$ cat config.mk
export PLATFORM = sky130hd
export DESIGN_NAME = can_tx_queue_with_bypass_core
export DESIGN_NICKNAME = d
export VERILOG_FILES = /design/src/design/can_txq_pkg.sv /design/src/design/can_txq_ram.sv /design/src/design/can_tx_queue_with_bypass_core.sv
export SDC_FILE = /design/constraint.sdc
export NUM_CORES = 2
export LEC_CHECK = 0
export ABC_AREA = 1
export BUFFER_PORTS_ARGS = -buffer_cell sky130_fd_sc_hd__buf_2
export CAP_MARGIN = 20
export CORE_ASPECT_RATIO = 1.4
export CORE_MARGIN = 1
export CORE_UTILIZATION = 30
export DETAILED_ROUTE_END_ITERATION = 10
export PLACE_DENSITY = 0.44
export SKIP_CTS_REPAIR_TIMING = 1
export SYNTH_ARGS = -nofsm -noshare
export SYNTH_HDL_FRONTEND = slang
export SYNTH_SLANG_ARGS = --single-unit
$ cat constraint.sdc
create_clock -name clk_i -period 6.4 [get_ports clk_i]
set_input_delay 1.28 -clock clk_i [delete_from_list [all_inputs] [get_ports clk_i]]
set_output_delay 1.28 -clock clk_i [all_outputs]
set_load 0.1 [all_outputs]
$ cat src/design/can_txq_pkg.sv
package can_txq_pkg;

  localparam int unsigned QUEUE_DEPTH = 16;
  localparam int unsigned PtrW        = $clog2(QUEUE_DEPTH);
  localparam int unsigned CntW        = $clog2(QUEUE_DEPTH);

  localparam int unsigned IdW      = 29;
  localparam int unsigned LenW     = 4;
  localparam int unsigned PayloadW = 64;
  localparam int unsigned FillW    = 4;
  localparam int unsigned DropW    = 16;

  typedef enum logic {
    OP_SUBMIT   = 1'b0,
    OP_COMPLETE = 1'b1
  } opcode_e;

  typedef enum logic [1:0] {
    OUT_DIRECT   = 2'd0,
    OUT_QUEUED   = 2'd1,
    OUT_DROPPED  = 2'd2,
    OUT_COMPLETE = 2'd3
  } outcome_e;

  typedef enum logic {
    ST_IDLE = 1'b0,
    ST_READ = 1'b1
  } state_e;

  // one ring entry: header fields plus payload
  typedef struct packed {
    logic [IdW-1:0]      id;
    logic                extended;
    logic [LenW-1:0]     length;
    logic [PayloadW-1:0] payload;
  } entry_t;

  localparam int unsigned EntryW = $bits(entry_t);

  // fill level seen on the port saturates at 15
  function automatic logic [FillW-1:0] fill_sat(input logic [CntW-1:0] cnt);
    logic [8:0] c9;
    c9 = 9'(cnt);
    fill_sat = (c9 > 9'd15) ? 4'd15 : c9[3:0];
  endfunction

endpackage

$ cat src/design/can_txq_ram.sv
module can_txq_ram #(
  parameter int unsigned Width = 8,
  parameter int unsigned Depth = 16
) (
  input  logic                     clk_i,
  input  logic                     we_i,
  input  logic [$clog2(Depth)-1:0] waddr_i,
  input  logic [Width-1:0]         wdata_i,
  input  logic                     re_i,
  input  logic [$clog2(Depth)-1:0] raddr_i,
  output logic [Width-1:0]         rdata_o
);

  logic [Width-1:0] mem_q [Depth];
  logic [Width-1:0] rdata_q;

  always_ff @(posedge clk_i) begin
    if (we_i) begin
      mem_q[waddr_i] <= wdata_i;
    end
    if (re_i) begin
      rdata_q <= mem_q[raddr_i];
    end
  end

  assign rdata_o = rdata_q;

endmodule

$ cat src/design/can_tx_queue_with_bypass_core.sv
// A submit, or a completion with nothing queued, shows its item in the cycle after accept.
// A completion that pops the ring shows its item after the ring RAM read (ST_READ), then the output register.
// One item per cycle while the output register is free or being drained, except a popping
// completion, which holds the input while the ring RAM read is in flight.
// Reset (rst_ni low, async): pointers, count, mailbox flag, drop counter and output valid clear;
// ring RAM contents are not cleared, entries are only read after being written.
module can_tx_queue_with_bypass_core (
  input  logic        clk_i,
  input  logic        rst_ni,

  input  logic        in_valid_i,
  output logic        in_ready_o,
  input  logic        opcode_i,
  input  logic [28:0] msg_id_i,
  input  logic        msg_extended_i,
  input  logic [3:0]  msg_length_i,
  input  logic [63:0] msg_payload_i,

  output logic        out_valid_o,
  input  logic        out_ready_i,
  output logic        load_mailbox_o,
  output logic [28:0] out_id_o,
  output logic        out_extended_o,
  output logic [3:0]  out_length_o,
  output logic [63:0] out_payload_o,
  output logic [1:0]  outcome_o,
  output logic [3:0]  fill_level_o,
  output logic [15:0] drop_total_o
);

  localparam int unsigned PtrW = can_txq_pkg::PtrW;
  localparam int unsigned CntW = can_txq_pkg::CntW;

  // ---------------------------------------------------------------------------
  // Queue control state
  // ---------------------------------------------------------------------------
  can_txq_pkg::state_e state_q, state_d;
  logic [PtrW-1:0] wptr_q, wptr_d;
  logic [PtrW-1:0] rptr_q, rptr_d;
  logic [CntW-1:0] cnt_q, cnt_d;
  logic            busy_q, busy_d;       // mailbox holds a message in flight
  logic [can_txq_pkg::DropW-1:0] drop_q, drop_d;

  // ---------------------------------------------------------------------------
  // Output register: parts the input side from a stalled consumer
  // ---------------------------------------------------------------------------
  logic                           out_valid_q, out_valid_d;
  logic                           oload_q, oload_d;
  can_txq_pkg::entry_t            oentry_q, oentry_d;
  can_txq_pkg::outcome_e          outcome_q, outcome_d;
  logic [can_txq_pkg::FillW-1:0]  ofill_q, ofill_d;
  logic [can_txq_pkg::DropW-1:0]  odrop_q, odrop_d;
  logic                           load_out;

  // ring RAM port signals
  logic                ram_we, ram_re;
  can_txq_pkg::entry_t ram_wdata, ram_rdata;
  can_txq_pkg::entry_t in_entry;

  logic in_fire;

  assign in_entry.id       = msg_id_i;
  assign in_entry.extended = msg_extended_i;
  assign in_entry.length   = msg_length_i;
  assign in_entry.payload  = msg_payload_i;

  // Only one item is in flight at a time; a popping read blocks the input
  // until its data lands, so no write can hit the entry being read.
  assign in_ready_o = (state_q == can_txq_pkg::ST_IDLE) && (!out_valid_q || out_ready_i);
  assign in_fire    = in_valid_i && in_ready_o;

  function automatic logic [PtrW-1:0] next_ptr(input logic [PtrW-1:0] p);
    next_ptr = (p == PtrW'(can_txq_pkg::QUEUE_DEPTH - 1)) ? '0 : p + 1'b1;
  endfunction

  can_txq_ram #(
    .Width (can_txq_pkg::EntryW),
    .Depth (can_txq_pkg::QUEUE_DEPTH)
  ) u_ring (
    .clk_i   (clk_i),
    .we_i    (ram_we),
    .waddr_i (wptr_q),
    .wdata_i (ram_wdata),
    .re_i    (ram_re),
    .raddr_i (rptr_q),
    .rdata_o (ram_rdata)
  );

  assign ram_wdata = in_entry;

  always_comb begin
    state_d     = state_q;
    wptr_d      = wptr_q;
    rptr_d      = rptr_q;
    cnt_d       = cnt_q;
    busy_d      = busy_q;
    drop_d      = drop_q;
    out_valid_d = out_valid_q;
    oload_d     = oload_q;
    oentry_d    = oentry_q;
    outcome_d   = outcome_q;
    ofill_d     = ofill_q;
    odrop_d     = odrop_q;
    load_out    = 1'b0;
    ram_we      = 1'b0;
    ram_re      = 1'b0;

    if (out_valid_q && out_ready_i) begin
      out_valid_d = 1'b0;
    end

    case (state_q)
      can_txq_pkg::ST_IDLE: begin
        if (in_fire) begin
          case (can_txq_pkg::opcode_e'(opcode_i))
            can_txq_pkg::OP_SUBMIT: begin
              load_out = 1'b1;
              if (cnt_q == '0 && !busy_q) begin
                // bypass: straight into the idle mailbox
                oload_d   = 1'b1;
                oentry_d  = in_entry;
                outcome_d = can_txq_pkg::OUT_DIRECT;
                busy_d    = 1'b1;
              end else if (cnt_q < CntW'(can_txq_pkg::QUEUE_DEPTH - 1)) begin
                ram_we    = 1'b1;
                wptr_d    = next_ptr(wptr_q);
                cnt_d     = cnt_q + 1'b1;
                oload_d   = 1'b0;
                oentry_d  = '0;
                outcome_d = can_txq_pkg::OUT_QUEUED;
              end else begin
                drop_d    = drop_q + 1'b1;
                oload_d   = 1'b0;
                oentry_d  = '0;
                outcome_d = can_txq_pkg::OUT_DROPPED;
              end
            end
            can_txq_pkg::OP_COMPLETE: begin
              if (cnt_q != '0) begin
                // pop oldest entry; result formed when read data returns
                ram_re  = 1'b1;
                rptr_d  = next_ptr(rptr_q);
                cnt_d   = cnt_q - 1'b1;
                busy_d  = 1'b1;
                state_d = can_txq_pkg::ST_READ;
              end else begin
                load_out  = 1'b1;
                busy_d    = 1'b0;
                oload_d   = 1'b0;
                oentry_d  = '0;
                outcome_d = can_txq_pkg::OUT_COMPLETE;
              end
            end
            default: begin
              state_d = can_txq_pkg::ST_IDLE;
            end
          endcase
        end
      end
      can_txq_pkg::ST_READ: begin
        // output register is known empty here (input was taken only when free)
        load_out  = 1'b1;
        oload_d   = 1'b1;
        oentry_d  = ram_rdata;
        outcome_d = can_txq_pkg::OUT_COMPLETE;
        state_d   = can_txq_pkg::ST_IDLE;
      end
      default: begin
        state_d = can_txq_pkg::ST_IDLE;
      end
    endcase

    if (load_out) begin
      out_valid_d = 1'b1;
      ofill_d     = can_txq_pkg::fill_sat(cnt_d);
      odrop_d     = drop_d;
    end
  end

  always_ff @(posedge clk_i or negedge rst_ni) begin
    if (!rst_ni) begin
      state_q     <= can_txq_pkg::ST_IDLE;
      wptr_q      <= '0;
      rptr_q      <= '0;
      cnt_q       <= '0;
      busy_q      <= 1'b0;
      drop_q      <= '0;
      out_valid_q <= 1'b0;
    end else begin
      state_q     <= state_d;
      wptr_q      <= wptr_d;
      rptr_q      <= rptr_d;
      cnt_q       <= cnt_d;
      busy_q      <= busy_d;
      drop_q      <= drop_d;
      out_valid_q <= out_valid_d;
    end
  end

  always_ff @(posedge clk_i) begin
    oload_q   <= oload_d;
    oentry_q  <= oentry_d;
    outcome_q <= outcome_d;
    ofill_q   <= ofill_d;
    odrop_q   <= odrop_d;
  end

  assign out_valid_o    = out_valid_q;
  assign load_mailbox_o = oload_q;
  assign out_id_o       = oentry_q.id;
  assign out_extended_o = oentry_q.extended;
  assign out_length_o   = oentry_q.length;
  assign out_payload_o  = oentry_q.payload;
  assign outcome_o      = outcome_q;
  assign fill_level_o   = ofill_q;
  assign drop_total_o   = odrop_q;

  // ---------------------------------------------------------------------------
  // Assertions
  // ---------------------------------------------------------------------------
  // ring never holds more than depth-1 entries
  a_cnt_bound: assert property (@(posedge clk_i) disable iff (!rst_ni)
    cnt_q <= CntW'(can_txq_pkg::QUEUE_DEPTH - 1))
    else $error("ring count above capacity");

  // anything queued means the mailbox is occupied
  a_queued_busy: assert property (@(posedge clk_i) disable iff (!rst_ni)
    (cnt_q != '0) |-> busy_q)
    else $error("entries queued while mailbox idle");

  // a RAM read in flight always has a free output register to land in
  a_read_slot: assert property (@(posedge clk_i) disable iff (!rst_ni)
    (state_q == can_txq_pkg::ST_READ) |-> !out_valid_q)
    else $error("pop result would overwrite pending item");

  // drop counter only moves together with a dropped item
  a_drop_step: assert property (@(posedge clk_i) disable iff (!rst_ni)
    (drop_q != $past(drop_q)) |->
      (out_valid_q && outcome_q == can_txq_pkg::OUT_DROPPED && odrop_q == drop_q))
    else $error("drop counter changed without a dropped item");

endmodule

==> results.ini <==
[status]
outcome=completed

[synth]
yosys.area.top_type_share=0.758
async_flop_share=0.0171
synth_top_family_by_area=compound AO/OA/AOI/OAI gates
synthFlopType=edfxtp_1
yosysMostFrequentCell=edfxtp_1
syn-cell-area_um2=70800
ys_warn_count=0
synth.top_cells.by_area=edfxtp_1, nor2_1, o21ai_0, nand2_1, o211ai_1
synthMuxAreaShare=0
synth_compound_area_frac=0.105
synth_commonest_cells=edfxtp_1, nor2_1, o21ai_0, nand2_1, o21ai_1
synth-seq-cells=1818
yosysSeqAreaShare=0.769
synth_cell_type_count=25
synthCells=5312
synth_simple_gate_area_frac=0.0924
yosysTopAreaCell=edfxtp_1
synth_edf_count=1787
synth_fa_ha_area_frac=0.00141
synth_nets=5423
syn-mean-instance-area_um2=13.3
synth_xor_area_frac=0.00223

[final_layout]
multi_input_area_um2=14400
final_cell_area_um2=81300
nets=5586
seq_area_um2=54500
layout-drive-gt1-share=0.106
final.fill_count=22700
area_delta_synth_final_pct=14.9

[power]
irDropWorstVdd_uv=399
power.leakage_nw=26.8
powerDensity_nw_per_um2=439
clock_power_share=0.294
p_comb_frac=0.299
p_switching_mw=13.0
intPower_mw=22.7
seqPwrFrac=0.407
power_switching_share=0.365

[placement]
placed_area_um2=75500
port_buffers=225
dp_hpwl_um=107000
dp_slack_ns=2.20
gp_congestion=0.759

[timing]
period_minus_slack_ns=3.60
setup_ws_ns=2.80
final_max_slew_viol_count=0
hold_viol=0
maxSlewHeadroom=0.266
worst_pin_slew_ns=1.10
period_share=0.563
whs_ns=0.522
setup-violations-final=0
finalClockSkew_ns=0.0448
max_freq_mhz=278
rsz0062_at_grt=no
finalSetupTns_ns=0

[floorplanning]
ios=226
dieArea_um2=238000
initial_core_util=0.302
rows=210
fp.dieH_um=577
die_x_um=412
core_um2=234000

[critical_path]
path_class=reg -> out
crit_required_ns=5.12
reg2reg_depth=9
arrival_ns=2.32
r2r_setup_slack_ns=3.10
crit_fanout=56
r2r-end=u_ring.mem_q[9][60]$_DFFE_PP_
worstSetupEndpointType=output pin
rr_startpoint=cnt_q[0]$_DFF_PN0_
cp-start-kind=flip-flop

[global_routing]
grt_overflow=0
antenna_found_initial=35
grt_pass1_vias=41500
grt_usage=0.165
grt_pass1_wl_um=293000
grt_max_degree=196

[worst_hold_path]
hold_class=reg -> reg
hold_path.startpoint=drop_q[3]$_DFF_PN0_
whs_path_depth=1
hold_end=drop_q[3]$_DFF_PN0_

[routing]
first_iter_violations=3253
drtPass1Iterations=5
postRouteAntennaNets=0
drt_wl_total_um=200000
vias=42400
drc=0
wl_per_cell_um=23.0
routed_via_density=4.87

[cts]
cts_tree=yes
path_clk_slew_ns=0.06
cts_buffers=184
cts_num_sinks=1818
root_buffer=clkbuf_16
htreeDepth=4
cts_buffer_depth=4
clk_latency_ns=0.85

[run]
drv_cap=0

-- logic make-up (layout without fill, tap and decap cells) --
group                      count (synthesis)  count (layout)
adders and majority gates                  8               8
other                                      0              10
AOI/OAI and AO/OA                       1294            1294
and+or+nand+nor                         1697            1697
DFF                                     1818            1818
buffers and inverters                    477             783
xor gates and xnor gates                  18              18
-- cell type report --
cell class / count / area share
diodes: 10 / 0.000308
well taps: 3074 / 0.0473
repair buffers: 313 / 0.0282
clock inverters: 101 / 0.00996
inverters: 141 / 0.00691
flip-flops and latches: 1818 / 0.670
clock buffers: 228 / 0.0602
multi-input cells: 3017 / 0.177
-- routing by layer --
metal | vias to the layer above | wire length [µm] | global-route usage
li1 | 19700 | - | -
met1 | 21500 | 90300 | 0.227
met2 | 924 | 96600 | 0.273
met3 | 288 | 8650 | 0.0238
met4 | 14 | 4380 | 0.0409
met5 | - | 95 | 0
-- power by group through the flow --
stage                     logic, mW  clock network [mW]  registers, mW
after detailed placement       10.9                   0           14.8
after CTS                      10.9                10.8           14.6
after global placement         10.9                   0           14.8
final                          10.7                10.5           14.5
after floorplan                6.16                   0           16.1
after global routing           11.8                11.2           14.6
-- through the flow --
| step | power [mW] | utilization | cells |
|---|---|---|---|
| floorplan | 22.3 | - | 5312 |
| global placement | 25.7 | 0.323 | 8362 |
| detailed placement | 25.7 | 0.323 | 8362 |
| CTS | 36.3 | 0.347 | 8691 |
| global route | 37.6 | 0.347 | 8696 |
| finish | 35.7 | 0.347 | 8702 |
-- critical path, stage by stage, from the launching register on --
cell,delay (ns)
dfrtp_4,0.47
buf_4,0.36
a21oi_1,0.23
buf_2,0.46
-- sequential cells by signal, indices dropped and copies added (netlist names) --
register	flops
load_mailbox_o	1
fill_level_o	4
rptr_q	4
cnt_q	4
out_id_o	29
out_extended_o	1
wptr_q	4
u_ring.mem_q	1568
busy_q	1
drop_total_o	16
drop_q	16
state_q	1
out_payload_o	64
u_ring.rdata_o	98
out_length_o	4
outcome_o	2
out_valid_o	1
-- cells in the final DEF (no fill, tap or decap), types with 3 or more instances in the layout --
| master | netlist | routed |
|---|---|---|
| a21oi_1 | 3 | 3 |
| a22o_1 | 98 | 98 |
| buf_12 | 0 | 39 |
| buf_2 | 77 | 225 |
| buf_4 | 14 | 48 |
| bufinv_16 | 0 | 12 |
| clkbuf_1 | 195 | 36 |
| clkbuf_16 | 0 | 188 |
| clkbuf_8 | 0 | 4 |
| clkinv_1 | 0 | 39 |
| clkinv_2 | 0 | 39 |
| clkinvlp_4 | 0 | 4 |
| dfrtp_1 | 31 | 27 |
| dfrtp_4 | 0 | 4 |
| diode_2 | 0 | 10 |
| edfxtp_1 | 1787 | 1787 |
| ha_1 | 8 | 8 |
| inv_1 | 137 | 134 |
| inv_4 | 0 | 3 |
| inv_6 | 0 | 7 |
| nand2_1 | 453 | 453 |
| nand3_1 | 116 | 116 |
| nand4_1 | 5 | 5 |
| nor2_1 | 1118 | 1100 |
| nor2_4 | 0 | 18 |
| nor3_1 | 3 | 3 |
| o211ai_1 | 198 | 198 |
| o21ai_0 | 664 | 664 |
| o21ai_1 | 233 | 233 |
| o22ai_1 | 98 | 98 |
| xnor2_1 | 6 | 6 |
| xor2_1 | 12 | 12 |
-- worst max path at each step --
stage / end / slack (ns) / startpoint
after global routing: in_ready_o / 2.69 / state_q$_DFF_PN0_
final: in_ready_o / 2.80 / state_q$_DFF_PN0_
after global placement: u_ring.mem_q[11][89]$_DFFE_PP_ / 2.13 / out_ready_i
after floorplan: u_ring.mem_q[11][0]$_DFFE_PP_ / -0.43 / out_ready_i
after detailed placement: u_ring.mem_q[9][90]$_DFFE_PP_ / 2.20 / out_ready_i
after CTS: in_ready_o / 2.68 / state_q$_DFF_PN0_
(Power assumes the default switching activity.)
